===== src/sv/pgtd_pkg.sv =====
`timescale 1ns / 1ps
// Shared types, constants and helper functions of the pad grid touch detector.
// Depends on nothing; every other file but assert_macros.svh imports it.
package pgtd_pkg;

  localparam int MAX_GRID   = 4;
  localparam int NPADS      = MAX_GRID * MAX_GRID;
  localparam int GIDX_W     = (MAX_GRID > 1) ? $clog2(MAX_GRID) : 1;
  localparam int GRID_W     = 3;
  localparam int PAD_W      = 4;
  localparam int CNT_W      = 5;
  localparam int COORD_W    = 15;
  localparam int EXT_W      = 14;
  localparam int DIFF_W     = COORD_W + 1;
  localparam int COEF_W     = 5;
  localparam int PROD_W     = 21;
  localparam int CFG_IDX_W  = 3;
  localparam int CFG_DATA_W = 15;

  typedef enum logic [1:0] {
    FUNC_POINT  = 2'd0,
    FUNC_FRAME  = 2'd1,
    FUNC_CLEAR  = 2'd2,
    FUNC_UNUSED = 2'd3
  } func_e;

  typedef enum logic [1:0] {
    EV_NONE    = 2'd0,
    EV_TOUCH   = 2'd1,
    EV_RELEASE = 2'd2,
    EV_MARK    = 2'd3
  } event_e;

  typedef enum logic [2:0] {
    CFG_CENTRE_X = 3'd0,
    CFG_CENTRE_Y = 3'd1,
    CFG_CENTRE_Z = 3'd2,
    CFG_WIDTH    = 3'd3,
    CFG_HEIGHT   = 3'd4,
    CFG_DEPTH    = 3'd5,
    CFG_GRID_N   = 3'd6
  } cfg_idx_e;

  typedef enum logic [2:0] {
    ST_IDLE,
    ST_PT_MUL,
    ST_PT_HIT,
    ST_SCAN,
    ST_STATUS
  } state_e;

  typedef struct packed {
    logic clear_all;
    logic clear_touched;
    logic shift;
    logic mark_en;
  } cell_ctrl_t;

  typedef struct packed {
    logic [GIDX_W-1:0] row;
    logic [GIDX_W-1:0] col;
    logic              valid;
  } pad_pos_t;

  // Row and column of a pad id for a grid of n pads per side.
  function automatic pad_pos_t pad_pos(input logic [PAD_W-1:0] id,
                                       input logic [GRID_W-1:0] n);
    pad_pos_t p;
    p = '0;
    for (int r = 0; r < MAX_GRID; r++) begin
      for (int c = 0; c < MAX_GRID; c++) begin
        if (r < int'(n) && c < int'(n) && (r * int'(n) + c) == int'(id)) begin
          p.row   = GIDX_W'(r);
          p.col   = GIDX_W'(c);
          p.valid = 1'b1;
        end
      end
    end
    return p;
  endfunction

endpackage


===== src/sv/pad_grid_touch_detector.sv =====
`timescale 1ns / 1ps
// Top level of the pad grid touch detector: configuration registers, item
// sequencer, output register and the chain of pad cells.
// Depends on pgtd_pkg, pgtd_locate and pgtd_cell.
//
//   channel  direction  handshake              payload
//   in       input      in_valid_i/in_stall_o  func, point_x, point_y, point_z
//   out      output     out_valid_o/out_stall_i  event_kind, pad_index,
//                                              inside_box, active_count, last
//   cfg      input      cfg_valid_i/cfg_ready_o  cfg_index_i, cfg_data_i
//
// A point item passes the offset register, the multiply register, then
// compare and first-free pad search along the cell chain into the output.
// A frame end rotates the 16-cell chain once, one pad a cycle while the
// output is not stalled, then adds the status result.
// One item is in work at a time; the next transfer is taken the cycle after
// the item's last result enters the output register.
// Output stall holds the sequencer; reset empties the output register and
// clears all pad flags and the count.
module pad_grid_touch_detector (
  input  logic                                   clk_i,
  input  logic                                   rst_ni,
  input  logic                                   in_valid_i,
  output logic                                   in_stall_o,
  input  logic        [1:0]                      func_i,
  input  logic signed [pgtd_pkg::COORD_W-1:0]    point_x_i,
  input  logic signed [pgtd_pkg::COORD_W-1:0]    point_y_i,
  input  logic signed [pgtd_pkg::COORD_W-1:0]    point_z_i,
  output logic                                   out_valid_o,
  input  logic                                   out_stall_i,
  output logic        [1:0]                      event_kind_o,
  output logic        [pgtd_pkg::PAD_W-1:0]      pad_index_o,
  output logic                                   inside_box_o,
  output logic        [pgtd_pkg::CNT_W-1:0]      active_count_o,
  output logic                                   last_o,
  input  logic                                   cfg_valid_i,
  output logic                                   cfg_ready_o,
  input  logic        [pgtd_pkg::CFG_IDX_W-1:0]  cfg_index_i,
  input  logic        [pgtd_pkg::CFG_DATA_W-1:0] cfg_data_i
);
  import pgtd_pkg::*;

  logic signed [COORD_W-1:0] centre_x_q, centre_y_q, centre_z_q;
  logic        [EXT_W-1:0]   box_width_q, box_height_q, box_depth_q;
  logic        [GRID_W-1:0]  grid_n_q;
  logic        [GRID_W-1:0]  n_eff;
  logic                      cfg_we, grid_clear;

  state_e                    state_q, state_d;
  func_e                     func_q;
  logic        [PAD_W-1:0]   scan_cnt_q, scan_cnt_d;
  logic        [CNT_W-1:0]   count_q, count_d;
  cell_ctrl_t                ctrl;
  logic                      in_acc, out_free, loc_load;

  logic                      out_valid_q;
  event_e                    out_kind_q, out_kind_d;
  logic        [PAD_W-1:0]   out_pad_q, out_pad_d;
  logic                      out_inside_q, out_inside_d;
  logic        [CNT_W-1:0]   out_count_q, out_count_d;
  logic                      out_last_q, out_last_d;
  logic                      out_load;

  logic                      loc_inside;
  logic        [MAX_GRID-1:0] col_hit, row_hit;

  logic        [NPADS-1:0]   touched, was, hit, mark;
  logic        [NPADS:0]     claim;
  logic        [PAD_W-1:0]   mark_id;
  logic                      any_mark;

  // Configuration registers.
  assign cfg_ready_o = 1'b1;
  assign cfg_we      = cfg_valid_i && cfg_ready_o;
  assign grid_clear  = cfg_we && (cfg_idx_e'(cfg_index_i) == CFG_GRID_N);

  always_ff @(posedge clk_i or negedge rst_ni) begin
    if (!rst_ni) begin
      centre_x_q   <= '0;
      centre_y_q   <= '0;
      centre_z_q   <= COORD_W'(1000);
      box_width_q  <= EXT_W'(1000);
      box_height_q <= EXT_W'(100);
      box_depth_q  <= EXT_W'(1000);
      grid_n_q     <= GRID_W'(MAX_GRID);
    end else if (cfg_we) begin
      case (cfg_idx_e'(cfg_index_i))
        CFG_CENTRE_X: centre_x_q   <= $signed(cfg_data_i[COORD_W-1:0]);
        CFG_CENTRE_Y: centre_y_q   <= $signed(cfg_data_i[COORD_W-1:0]);
        CFG_CENTRE_Z: centre_z_q   <= $signed(cfg_data_i[COORD_W-1:0]);
        CFG_WIDTH:    box_width_q  <= cfg_data_i[EXT_W-1:0];
        CFG_HEIGHT:   box_height_q <= cfg_data_i[EXT_W-1:0];
        CFG_DEPTH:    box_depth_q  <= cfg_data_i[EXT_W-1:0];
        CFG_GRID_N:   grid_n_q     <= cfg_data_i[GRID_W-1:0];
        default: ;
      endcase
    end
  end

  always_comb begin
    if (grid_n_q == '0) begin
      n_eff = GRID_W'(1);
    end else if (grid_n_q > GRID_W'(MAX_GRID)) begin
      n_eff = GRID_W'(MAX_GRID);
    end else begin
      n_eff = grid_n_q;
    end
  end

  pgtd_locate u_locate (
    .clk_i        (clk_i),
    .load_i       (loc_load),
    .point_x_i    (point_x_i),
    .point_y_i    (point_y_i),
    .point_z_i    (point_z_i),
    .centre_x_i   (centre_x_q),
    .centre_y_i   (centre_y_q),
    .centre_z_i   (centre_z_q),
    .box_width_i  (box_width_q),
    .box_height_i (box_height_q),
    .box_depth_i  (box_depth_q),
    .grid_i       (n_eff),
    .inside_o     (loc_inside),
    .col_hit_o    (col_hit),
    .row_hit_o    (row_hit)
  );

  // Pad chain. Cell i shifts in from cell i+1; the last cell takes cell 0
  // with its was-touched flag set to its touched flag.
  assign claim[0] = 1'b0;

  for (genvar i = 0; i < NPADS; i++) begin : g_pad
    pad_pos_t pos;
    logic     nb_t, nb_w;

    assign pos    = pad_pos(PAD_W'(i), n_eff);
    assign hit[i] = loc_inside && pos.valid && row_hit[pos.row] && col_hit[pos.col];

    if (i == NPADS - 1) begin : g_wrap
      assign nb_t = touched[0];
      assign nb_w = touched[0];
    end else begin : g_link
      assign nb_t = touched[i+1];
      assign nb_w = was[i+1];
    end

    pgtd_cell u_cell (
      .clk_i        (clk_i),
      .rst_ni       (rst_ni),
      .ctrl_i       (ctrl),
      .nb_touched_i (nb_t),
      .nb_was_i     (nb_w),
      .hit_i        (hit[i]),
      .claim_i      (claim[i]),
      .touched_o    (touched[i]),
      .was_o        (was[i]),
      .claim_o      (claim[i+1]),
      .mark_o       (mark[i])
    );
  end

  assign any_mark = claim[NPADS];

  always_comb begin
    mark_id = '0;
    for (int i = 0; i < NPADS; i++) begin
      if (mark[i]) begin
        mark_id = mark_id | PAD_W'(i);
      end
    end
  end

  // Item sequencer.
  assign in_stall_o = (state_q != ST_IDLE);
  assign in_acc     = in_valid_i && !in_stall_o;
  assign out_free   = !out_valid_q || !out_stall_i;

  always_ff @(posedge clk_i or negedge rst_ni) begin
    if (!rst_ni) begin
      state_q    <= ST_IDLE;
      func_q     <= FUNC_POINT;
      scan_cnt_q <= '0;
      count_q    <= '0;
    end else begin
      state_q    <= state_d;
      scan_cnt_q <= scan_cnt_d;
      count_q    <= count_d;
      if (in_acc) begin
        func_q <= func_e'(func_i);
      end
    end
  end

  always_comb begin
    state_d      = state_q;
    scan_cnt_d   = scan_cnt_q;
    count_d      = count_q;
    ctrl         = '0;
    loc_load     = 1'b0;
    out_load     = 1'b0;
    out_kind_d   = EV_NONE;
    out_pad_d    = '0;
    out_inside_d = 1'b0;
    out_count_d  = count_q;
    out_last_d   = 1'b0;

    case (state_q)
      ST_IDLE: begin
        if (in_acc) begin
          case (func_e'(func_i))
            FUNC_POINT: begin
              loc_load = 1'b1;
              state_d  = ST_PT_MUL;
            end
            FUNC_FRAME: begin
              scan_cnt_d = '0;
              state_d    = ST_SCAN;
            end
            default: state_d = ST_STATUS;
          endcase
        end
      end
      ST_PT_MUL: begin
        state_d = ST_PT_HIT;
      end
      ST_PT_HIT: begin
        if (out_free) begin
          out_load     = 1'b1;
          out_inside_d = loc_inside;
          out_last_d   = 1'b1;
          if (any_mark) begin
            ctrl.mark_en = 1'b1;
            count_d      = count_q + CNT_W'(1);
            out_kind_d   = EV_MARK;
            out_pad_d    = mark_id;
            out_count_d  = count_d;
          end
          state_d = ST_IDLE;
        end
      end
      ST_SCAN: begin
        if (out_free) begin
          ctrl.shift = 1'b1;
          if (touched[0] != was[0]) begin
            out_load   = 1'b1;
            out_kind_d = touched[0] ? EV_TOUCH : EV_RELEASE;
            out_pad_d  = scan_cnt_q;
          end
          if (scan_cnt_q == PAD_W'(NPADS - 1)) begin
            state_d = ST_STATUS;
          end else begin
            scan_cnt_d = scan_cnt_q + PAD_W'(1);
          end
        end
      end
      ST_STATUS: begin
        if (out_free) begin
          out_load   = 1'b1;
          out_last_d = 1'b1;
          if (func_q == FUNC_CLEAR) begin
            ctrl.clear_touched = 1'b1;
            count_d            = '0;
            out_count_d        = '0;
          end
          state_d = ST_IDLE;
        end
      end
      default: state_d = ST_IDLE;
    endcase

    if (grid_clear) begin
      ctrl.clear_all = 1'b1;
      count_d        = '0;
    end
  end

  // Output register.
  always_ff @(posedge clk_i or negedge rst_ni) begin
    if (!rst_ni) begin
      out_valid_q <= 1'b0;
    end else if (out_load) begin
      out_valid_q <= 1'b1;
    end else if (!out_stall_i) begin
      out_valid_q <= 1'b0;
    end
  end

  always_ff @(posedge clk_i) begin
    if (out_load) begin
      out_kind_q   <= out_kind_d;
      out_pad_q    <= out_pad_d;
      out_inside_q <= out_inside_d;
      out_count_q  <= out_count_d;
      out_last_q   <= out_last_d;
    end
  end

  assign out_valid_o    = out_valid_q;
  assign event_kind_o   = out_kind_q;
  assign pad_index_o    = out_pad_q;
  assign inside_box_o   = out_inside_q;
  assign active_count_o = out_count_q;
  assign last_o         = out_last_q;

endmodule


===== src/sv/pgtd_cell.sv =====
`timescale 1ns / 1ps
// One pad of the detector chain: touched and was-touched flags, the first-hit
// claim link and the shift link to the neighboring pad. Uses pgtd_pkg.
module pgtd_cell (
  input  logic                 clk_i,
  input  logic                 rst_ni,
  input  pgtd_pkg::cell_ctrl_t ctrl_i,
  input  logic                 nb_touched_i,
  input  logic                 nb_was_i,
  input  logic                 hit_i,
  input  logic                 claim_i,
  output logic                 touched_o,
  output logic                 was_o,
  output logic                 claim_o,
  output logic                 mark_o
);
  import pgtd_pkg::*;

  logic touched_q, touched_d;
  logic was_q, was_d;

  assign mark_o  = hit_i & ~touched_q & ~claim_i;
  assign claim_o = claim_i | (hit_i & ~touched_q);

  always_comb begin
    touched_d = touched_q;
    was_d     = was_q;
    if (ctrl_i.clear_all) begin
      touched_d = 1'b0;
      was_d     = 1'b0;
    end else if (ctrl_i.clear_touched) begin
      touched_d = 1'b0;
    end else if (ctrl_i.shift) begin
      touched_d = nb_touched_i;
      was_d     = nb_was_i;
    end else if (ctrl_i.mark_en && mark_o) begin
      touched_d = 1'b1;
    end
  end

  always_ff @(posedge clk_i or negedge rst_ni) begin
    if (!rst_ni) begin
      touched_q <= 1'b0;
      was_q     <= 1'b0;
    end else begin
      touched_q <= touched_d;
      was_q     <= was_d;
    end
  end

  assign touched_o = touched_q;
  assign was_o     = was_q;

endmodule


===== src/sv/pgtd_locate.sv =====
`timescale 1ns / 1ps
// Point locator: centre offset, box test and the doubled cross-multiplied
// cell bounds per grid column and row, two register stages. Uses pgtd_pkg.
module pgtd_locate (
  input  logic                                 clk_i,
  input  logic                                 load_i,
  input  logic signed [pgtd_pkg::COORD_W-1:0]  point_x_i,
  input  logic signed [pgtd_pkg::COORD_W-1:0]  point_y_i,
  input  logic signed [pgtd_pkg::COORD_W-1:0]  point_z_i,
  input  logic signed [pgtd_pkg::COORD_W-1:0]  centre_x_i,
  input  logic signed [pgtd_pkg::COORD_W-1:0]  centre_y_i,
  input  logic signed [pgtd_pkg::COORD_W-1:0]  centre_z_i,
  input  logic        [pgtd_pkg::EXT_W-1:0]    box_width_i,
  input  logic        [pgtd_pkg::EXT_W-1:0]    box_height_i,
  input  logic        [pgtd_pkg::EXT_W-1:0]    box_depth_i,
  input  logic        [pgtd_pkg::GRID_W-1:0]   grid_i,
  output logic                                 inside_o,
  output logic        [pgtd_pkg::MAX_GRID-1:0] col_hit_o,
  output logic        [pgtd_pkg::MAX_GRID-1:0] row_hit_o
);
  import pgtd_pkg::*;

  localparam int TWO_W = DIFF_W + 2;

  logic signed [DIFF_W-1:0] dx_q, dy_q, dz_q;
  logic signed [PROD_W-1:0] vx_q, vz_q;
  logic signed [PROD_W-1:0] lo_x_q [MAX_GRID];
  logic signed [PROD_W-1:0] hi_x_q [MAX_GRID];
  logic signed [PROD_W-1:0] lo_z_q [MAX_GRID];
  logic signed [PROD_W-1:0] hi_z_q [MAX_GRID];
  logic                     inside_q;

  logic signed [TWO_W-1:0]  tx, ty, tz, wx, wy, wz;
  logic signed [COEF_W-1:0] two_n;
  logic signed [PROD_W-1:0] ext_x, ext_z;
  logic                     inside_d;

  always_ff @(posedge clk_i) begin
    if (load_i) begin
      dx_q <= DIFF_W'(point_x_i) - DIFF_W'(centre_x_i);
      dy_q <= DIFF_W'(point_y_i) - DIFF_W'(centre_y_i);
      dz_q <= DIFF_W'(point_z_i) - DIFF_W'(centre_z_i);
    end
  end

  assign tx = $signed({dx_q[DIFF_W-1], dx_q, 1'b0});
  assign ty = $signed({dy_q[DIFF_W-1], dy_q, 1'b0});
  assign tz = $signed({dz_q[DIFF_W-1], dz_q, 1'b0});
  assign wx = $signed({{(TWO_W-EXT_W){1'b0}}, box_width_i});
  assign wy = $signed({{(TWO_W-EXT_W){1'b0}}, box_height_i});
  assign wz = $signed({{(TWO_W-EXT_W){1'b0}}, box_depth_i});

  assign inside_d = (tx > -wx) && (tx < wx) && (ty > -wy) && (ty < wy) &&
                    (tz > -wz) && (tz < wz);

  assign two_n = $signed({{(COEF_W-GRID_W-1){1'b0}}, grid_i, 1'b0});
  assign ext_x = $signed({{(PROD_W-EXT_W){1'b0}}, box_width_i});
  assign ext_z = $signed({{(PROD_W-EXT_W){1'b0}}, box_depth_i});

  always_ff @(posedge clk_i) begin
    inside_q <= inside_d;
    vx_q     <= PROD_W'(two_n) * PROD_W'(dx_q);
    vz_q     <= PROD_W'(two_n) * PROD_W'(dz_q);
  end

  for (genvar c = 0; c < MAX_GRID; c++) begin : g_bound
    logic signed [COEF_W-1:0] coef_lo, coef_hi;

    assign coef_lo = $signed(COEF_W'(2 * c)) - $signed({2'b00, grid_i});
    assign coef_hi = $signed(COEF_W'(2 * c + 2)) - $signed({2'b00, grid_i});

    always_ff @(posedge clk_i) begin
      lo_x_q[c] <= PROD_W'(coef_lo) * ext_x;
      hi_x_q[c] <= PROD_W'(coef_hi) * ext_x;
      lo_z_q[c] <= PROD_W'(coef_lo) * ext_z;
      hi_z_q[c] <= PROD_W'(coef_hi) * ext_z;
    end

    assign col_hit_o[c] = (vx_q >= lo_x_q[c]) && (vx_q <= hi_x_q[c]);
    assign row_hit_o[c] = (vz_q >= lo_z_q[c]) && (vz_q <= hi_z_q[c]);
  end

  assign inside_o = inside_q;

endmodule


===== config.mk =====
export PLATFORM = sky130hd
export DESIGN_NAME = pad_grid_touch_detector
export DESIGN_NICKNAME = d
export VERILOG_FILES = /design/src/sv/pgtd_pkg.sv /design/src/sv/pad_grid_touch_detector.sv /design/src/sv/pgtd_cell.sv /design/src/sv/pgtd_locate.sv
export SDC_FILE = /design/constraint.sdc
export NUM_CORES = 2
export LEC_CHECK = 0
export ABC_AREA = 1
export BUFFER_PORTS_ARGS = -buffer_cell sky130_fd_sc_hd__buf_2
export CAP_MARGIN = 20
export CORE_MARGIN = 5
export CORE_UTILIZATION = 40
export CTS_BUF_LIST = sky130_fd_sc_hd__clkbuf_4 sky130_fd_sc_hd__clkbuf_8
export DETAILED_ROUTE_END_ITERATION = 12
export GPL_TIMING_DRIVEN = 0
export HOLD_SLACK_MARGIN = 0.02
export SLEW_MARGIN = 10
export SYNTH_ARGS = -nofsm -noshare
export SYNTH_HDL_FRONTEND = slang
export SYNTH_SLANG_ARGS = --single-unit

===== constraint.sdc =====
create_clock -name clk_i -period 6.3 [get_ports clk_i]
set_input_delay 1.26 -clock clk_i [delete_from_list [all_inputs] [get_ports clk_i]]
set_output_delay 1.26 -clock clk_i [all_outputs]
set_load 0.05 [all_outputs]

; Word level (Yosys, flattened, before mapping)
; Memories as Yosys holds them, arrays and structs flattened.
; Index checks and enable logic that the tools add are counted.
[totals]
n_memories = 4
word_cells = 1139
ff_bits = 239
inputBits = 70
ram_bits = 336
output_inout_bits = 16
[mem_list]
columns = name, words, width, rd, rd_clocked_by_memory_dff, wr, line_no
row1 = u_locate.hi_x_q, 4, 21, 4, 0, 4, pgtd_locate.sv:28  ; logic signed [PROD_W-1:0] hi_x_q [MAX_GRID];
row2 = u_locate.hi_z_q, 4, 21, 4, 0, 4, pgtd_locate.sv:30  ; logic signed [PROD_W-1:0] hi_z_q [MAX_GRID];
row3 = u_locate.lo_x_q, 4, 21, 4, 0, 4, pgtd_locate.sv:27  ; logic signed [PROD_W-1:0] lo_x_q [MAX_GRID];
row4 = u_locate.lo_z_q, 4, 21, 4, 0, 4, pgtd_locate.sv:29  ; logic signed [PROD_W-1:0] lo_z_q [MAX_GRID];
[classes]
n_mux = 418
order_cmp = 59
mul = 13
n_eq_ne = 179
n_addsub = 22
reduce_logical = 312
bitwise = 77
[ops]
columns = op, count
row1 = equality test 32 x 5 -> 1 bit (second input constant), 74
row2 = equality test 32 x 4 -> 1 bit (second input constant), 40
row3 = two-way mux 5 bit, 169
row4 = equality test 32 x 3 -> 1 bit (second input constant), 20
row5 = logical NOT 32 bit, 12
row6 = equality test 32 x 2 -> 1 bit (second input constant), 10
row7 = logical AND 1 bit, 261
row8 = >= comparator 21 bit, 8
row9 = <= comparator 21 bit, 8
row10 = two-way mux 1 bit, 162
row11 = multiplier 4 x 15 -> 19 bit, 8
row12 = two-way mux 4 bit, 28
row13 = < comparator 2 x 3 -> 1 bit (second input constant), 32
row14 = adder 32 x 3 -> 32 bit (second input constant), 2
row15 = binary-select mux 1 bit (select 2 bit), 32
row16 = nonzero test 4 bit, 16
row17 = greater-than comparator 17 x 18 -> 1 bit, 3
row18 = negator 14 -> 18 bit, 3
row19 = < comparator 17 x 15 -> 1 bit, 3
row20 = subtractor 15 x 15 -> 16 bit, 3
row21 = multiplier 4 x 16 -> 20 bit, 2
row22 = multiplier 5 x 15 -> 20 bit, 2
row23 = two-way mux 3 bit, 12
row24 = adder 32 x 2 -> 32 bit (second input constant), 1
row25 = 44 further kinds, 169

; Logic depth before layout (Yosys ltp)
[logic_depth]
depth_word = 46
depth_mapped = 36
ltp_nobuf = 33

; Cells and area by module
; From an unflattened synthesis, not the netlist that was laid out.
[unflattened]
cells_unflattened = 6124
area_unflattened_um2 = 46473.3
[modules_own_cells]
columns = module, seq_area_each_um2, n_inst, area_each_um2, cells_each
row1 = pgtd_locate, 5745.5, 1, 36662.7, 4704
row2 = pad_grid_touch_detector, 3045.4, 1, 7788.7, 1132
row3 = pgtd_cell, 50.0, 16, 126.4, 18

; Worst setup path before layout
; Ideal clock, no wire load.
[synth_path]
path_kind = register to register
from = register grid_n_q[2]
to = memory u_locate.hi_x_q[1][17]
path_slack_ns = -0.218
stages_incl_launch_ff = 35
synth_period_minus_slack_ns = 6.518
path_buffers = 5
arrival_ns = 6.401
required_ns = 6.183
setup_time_ns = 0.117
cell_sequence = dfstp_2 > buf_4 > buf_2 > nor2_1 > clkinv_1 > clkbuf_1 > ha_1 > ha_1 > clkbuf_1 > buf_1 > nand2_1 > fa_1 > fa_1 > inv_1 > fa_1 > ha_1 > inv_1 > fa_1 > nor2_1 > a211oi_1 > nor2_1 > o21ai_0 > nand2_1 > nand2_1 > nand2_1 > a21oi_1 > o21ai_0 > a21oi_1 > o21bai_1 > a21o_1 > nand2_1 > inv_1 > o21ai_0 > nand2_1 > xor2_1
[synth_lines]
columns = item, line_no
row1 = start: declaration, pad_grid_touch_detector.sv:45  ; logic [GRID_W-1:0] grid_n_q;
row2 = start signal: assignment, pad_grid_touch_detector.sv:85  ; grid_n_q <= GRID_W'(MAX_GRID);
row3 = start signal: assignment, pad_grid_touch_detector.sv:94  ; CFG_GRID_N: grid_n_q <= cfg_data_i[GRID_W-1:0];
row4 = end: declaration, pgtd_locate.sv:28

==> run_results.csv <==
group,metric,value,unit
critical_path,crit_path_end,"u_locate.hi_z_q[0][17]$_DFF_P_",
timing,worst_slew_pin_slew,1.045,ns
detailed_routing,dr.pass1.iters,6,
run,cap_violations,0,
yosys,yosys_warnings,0,
yosys,synth_edf_count,61,
clocking,htree_num_levels,3,
placement,io_buffers,84,
clocking,clockBufferDepth,3,
placement,gp_congestion,0.9361,
placement,dpl_cell_area,45410,um^2
clocking,cts-root-buf,"clkbuf_8",
critical_path,cp-start-kind,"flip-flop",
global_routing,gr-total-overflow,0,
final_layout,fill_cells,10720,
global_routing,grt.total_usage,0.2120,
timing,min_period_over_period,0.9509,
detailed_routing,drc,0,
final_layout,nets,6768,
critical_path,crit_path_start,"grid_n_q[2]$_DFFE_PN1P_",
timing,fmax,0.1669,GHz
critical_path,path_max_fanout,10,
timing,max_slew_margin,0.2980,
yosys,async_reset_ff_frac,0.3317,
global_routing,grt_pass1_vias,33400,
critical_path,crit_required,6.90,ns
detailed_routing,ant_nets,0,
clocking,cts_tree,"done",
detailed_routing,post_drt_via_cell_ratio,4.865,
critical_path,critical_path_class,"reg -> reg",
final_layout,final-seq-area,9592,um^2
clocking,clkLatencyLatePin,0.74,ns
timing,skew,0.05151,ns
floorplanning,die_width,337.1,um
floorplanning,num_io_pins,86,
critical_path,crit_path_end_kind,"flip-flop",
timing,setup_viol,0,
yosys,ys_seq_area_frac,0.2242,
timing,hold_viol_final,0,
critical_path,cpPeakStageDelay,0.52,ns
clocking,cts_made_buffers,78,
floorplanning,die_y,337.1,um
critical_path,r2r_cells,29,
critical_path,r2r_end,"u_locate.hi_z_q[0][17]$_DFF_P_",
power,power,0.02354,W
global_routing,grt_max_degree,103,
final_layout,stdcell_area,47660,um^2
outcome,status,"complete, no violations",
critical_path,worstPathArrival,6.59,ns
floorplanning,num_rows,120,
placement,dpl_worst_slack,-2.188,ns
timing,fin_crit,5.990,ns
final_layout,multi_input_area,29070,um^2
critical_path,crit_slowest_cell,"fa_1",
placement,place_hpwl,98900,um
final_layout,final_layout_size_suffix_gt1_frac,0.06779,
min_path,hold_path_class,"in -> async",
floorplanning,start_util,0.4014,
yosys,synthCells,5333,
detailed_routing,num_vias,34460,
detailed_routing,wl_per_cell,16.89,um
critical_path,reg2reg_slack,0.31,ns
yosys,syn_avg_cell_area,8.023,um^2
detailed_routing,dr.first_iter.drc_count,2118,
final_layout,syn2layout_area_growth,11.40,%
global_routing,grt_antenna_before_repair,5,
global_routing,grt_first_pass_wirelength,186600,um
power,power.ir.vdd_worst,0.0002121,V
timing,rsz0062_at_grt,"yes",
timing,final-max-slew-violation-count,0,
floorplanning,dieArea,113600,um^2
clocking,cts_sinks,413,
power,power_density,493.8,nW/um^2
yosys,ys.flop_type,"dfxtp_1",
floorplanning,core_area,106600,um^2
detailed_routing,wl,119600,um
timing,worst_slack,0.3096,ns
clocking,path_clk_slew,0.08,ns
yosys,yosys.cell_types.count,65,
yosys,syn_area,42790,um^2
critical_path,r2r_start,"grid_n_q[2]$_DFFE_PN1P_",
power,p_leak,26.51,nW
yosys,synth_seq_cells,413,
[timing repair]
action,4_1_cts,5_1_grt
hold buffers,0,0
gates resized for setup,58,53
setup endpoints to repair,129,21
buffers inserted,9,12
pin swaps,4,19
[through the flow]
stage	TNS, ns	hold WS [ns]	instances	util
after global routing	0	0.3815	7083	0.4471
after detailed placement	-102.07	0.4729	6922	0.4260
final	0	0.3944	7084	0.4471
after CTS	-0.02160	0.3380	7070	0.4449
after floorplan	0	0.4530	5432	-
after global placement	-95.95	0.4667	6919	0.4253
[worst min path at each step]
stage	end	depth (start not counted)	from	slack, ns
4_1_cts	box_width_q[12]$_DFFE_PN0P_	1	rst_ni	0.34
5_1_grt	box_width_q[12]$_DFFE_PN0P_	1	rst_ni	0.38
2_1_floorplan	box_height_q[12]$_DFFE_PN0P_	2	box_height_q[12]$_DFFE_PN0P_	0.45
3_5_place_dp	centre_z_q[2]$_DFFE_PN0P_	2	centre_z_q[2]$_DFFE_PN0P_	0.47
3_3_place_gp	centre_x_q[12]$_DFFE_PN0P_	2	centre_x_q[12]$_DFFE_PN0P_	0.47
6_report	box_width_q[12]$_DFFE_PN0P_	1	rst_ni	0.39
[cell usage after synthesis (8+ instances only)]
cell	n	area share
a211oi_1	24	0.0042
a21o_1	17	0.0030
a21oi_1	314	0.037
a31oi_1	8	0.0012
clkbuf_1	67	0.0059
dfrtp_1	115	0.067
dfstp_2	22	0.014
dfxtp_1	215	0.10
edfxtp_1	61	0.043
fa_1	283	0.13
ha_1	798	0.23
inv_1	1135	0.10
inv_2	15	0.0013
nand2_1	966	0.085
nand3_1	210	0.025
nand4_1	47	0.0069
nor2_1	390	0.034
nor3_1	28	0.0033
nor4_1	11	0.0016
o211ai_1	16	0.0028
o21ai_0	220	0.026
o21bai_1	18	0.0032
xnor2_1	46	0.0094
xor2_1	198	0.041
[cells by family after synthesis]
kind of cell,count (synthesis),share of synthesized area
buffers and inverters,1235,0.1092
flip-flops,413,0.2242
AO/OA/AOI/OAI,662,0.08527
other,2,0.0001755
XOR/XNOR,244,0.04995
AND/OR/NAND/NOR,1696,0.1654
adder cells (fa/ha/maj),1081,0.3658
[layout by cell type, fill, tap and decap left out, types with 17 or more instances in the layout]
cell      netlist  layout
o21ai_0       220     209
xor2_1        198     198
dfstp_2        22      22
inv_1        1135    1133
a21o_1         17      17
nor2_1        390     383
clkbuf_1       67      49
a211oi_1       24      20
nand3_1       210     210
nand2_1       966     965
nand4_1        47      47
dfrtp_1       115     115
ha_1          798     793
buf_4           2      25
clkbuf_8        0      98
a21oi_1       314     304
clkbuf_4        0      23
conb_1          2     101
dfxtp_1       215     215
buf_2           4      87
nor3_1         28      28
edfxtp_1       61      61
xnor2_1        46      46
fa_1          283     281
[routing by layer]
layer / global-route usage / share of wire / up-vias
met2: 0.3350 / 0.44 / 756
met1: 0.3021 / 0.48 / 16160
met3: 0.02788 / 0.054 / 147
met5: 0 / 0.00011 / -
li1: - / - / 17400
met4: 0.06714 / 0.030 / 2
[worst max-delay path, delay by kind of cell (launching register included)]
family | cells | cell delay [ns]
flip-flops | 1 | 0.37
adder cells (fa/ha/maj) | 7 | 2.68
buffers and inverters | 7 | 1.03
AND/OR/NAND/NOR | 11 | 1.29
XOR/XNOR | 1 | 0.13
AO/OA/AOI/OAI | 3 | 0.39
[cell type report]
type,instances,share of cell area
diodes,2,0.0001050
plain buffers,77,0.009897
clock buffers,120,0.03163
clock inverters,22,0.005460
inverters,1155,0.09154
multi-input cells,3784,0.6098
flip-flops and latches,413,0.2012
well taps,1403,0.03683
repair buffers,108,0.01349
[report_power, final]
part | switching [W] | total (W) | internal (W)
clock | 0.00132 | 0.00303 | 0.00171
sequential | 0.000749 | 0.00464 | 0.00389
combinational | 0.0100 | 0.0159 | 0.00587
total | 0.0121 | 0.0235 | 0.0115
[registers in the layout, summed over array words and instances, names as in the netlist, 15 cells and up]
| register | count |
|---|---|
| centre_y_q | 15 |
| u_locate.lo_x_q | 33 |
| g_pad.u_cell.was_o | 16 |
| centre_x_q | 15 |
| u_locate.vz_q | 20 |
| g_pad.u_cell.touched_o | 16 |
| u_locate.hi_z_q | 54 |
| u_locate.lo_z_q | 33 |
| u_locate.hi_x_q | 54 |
| u_locate.vx_q | 20 |
| u_locate.dx_q | 16 |
| centre_z_q | 15 |
| u_locate.dz_q | 16 |
| u_locate.dy_q | 16 |
(Power assumes the default switching activity.)
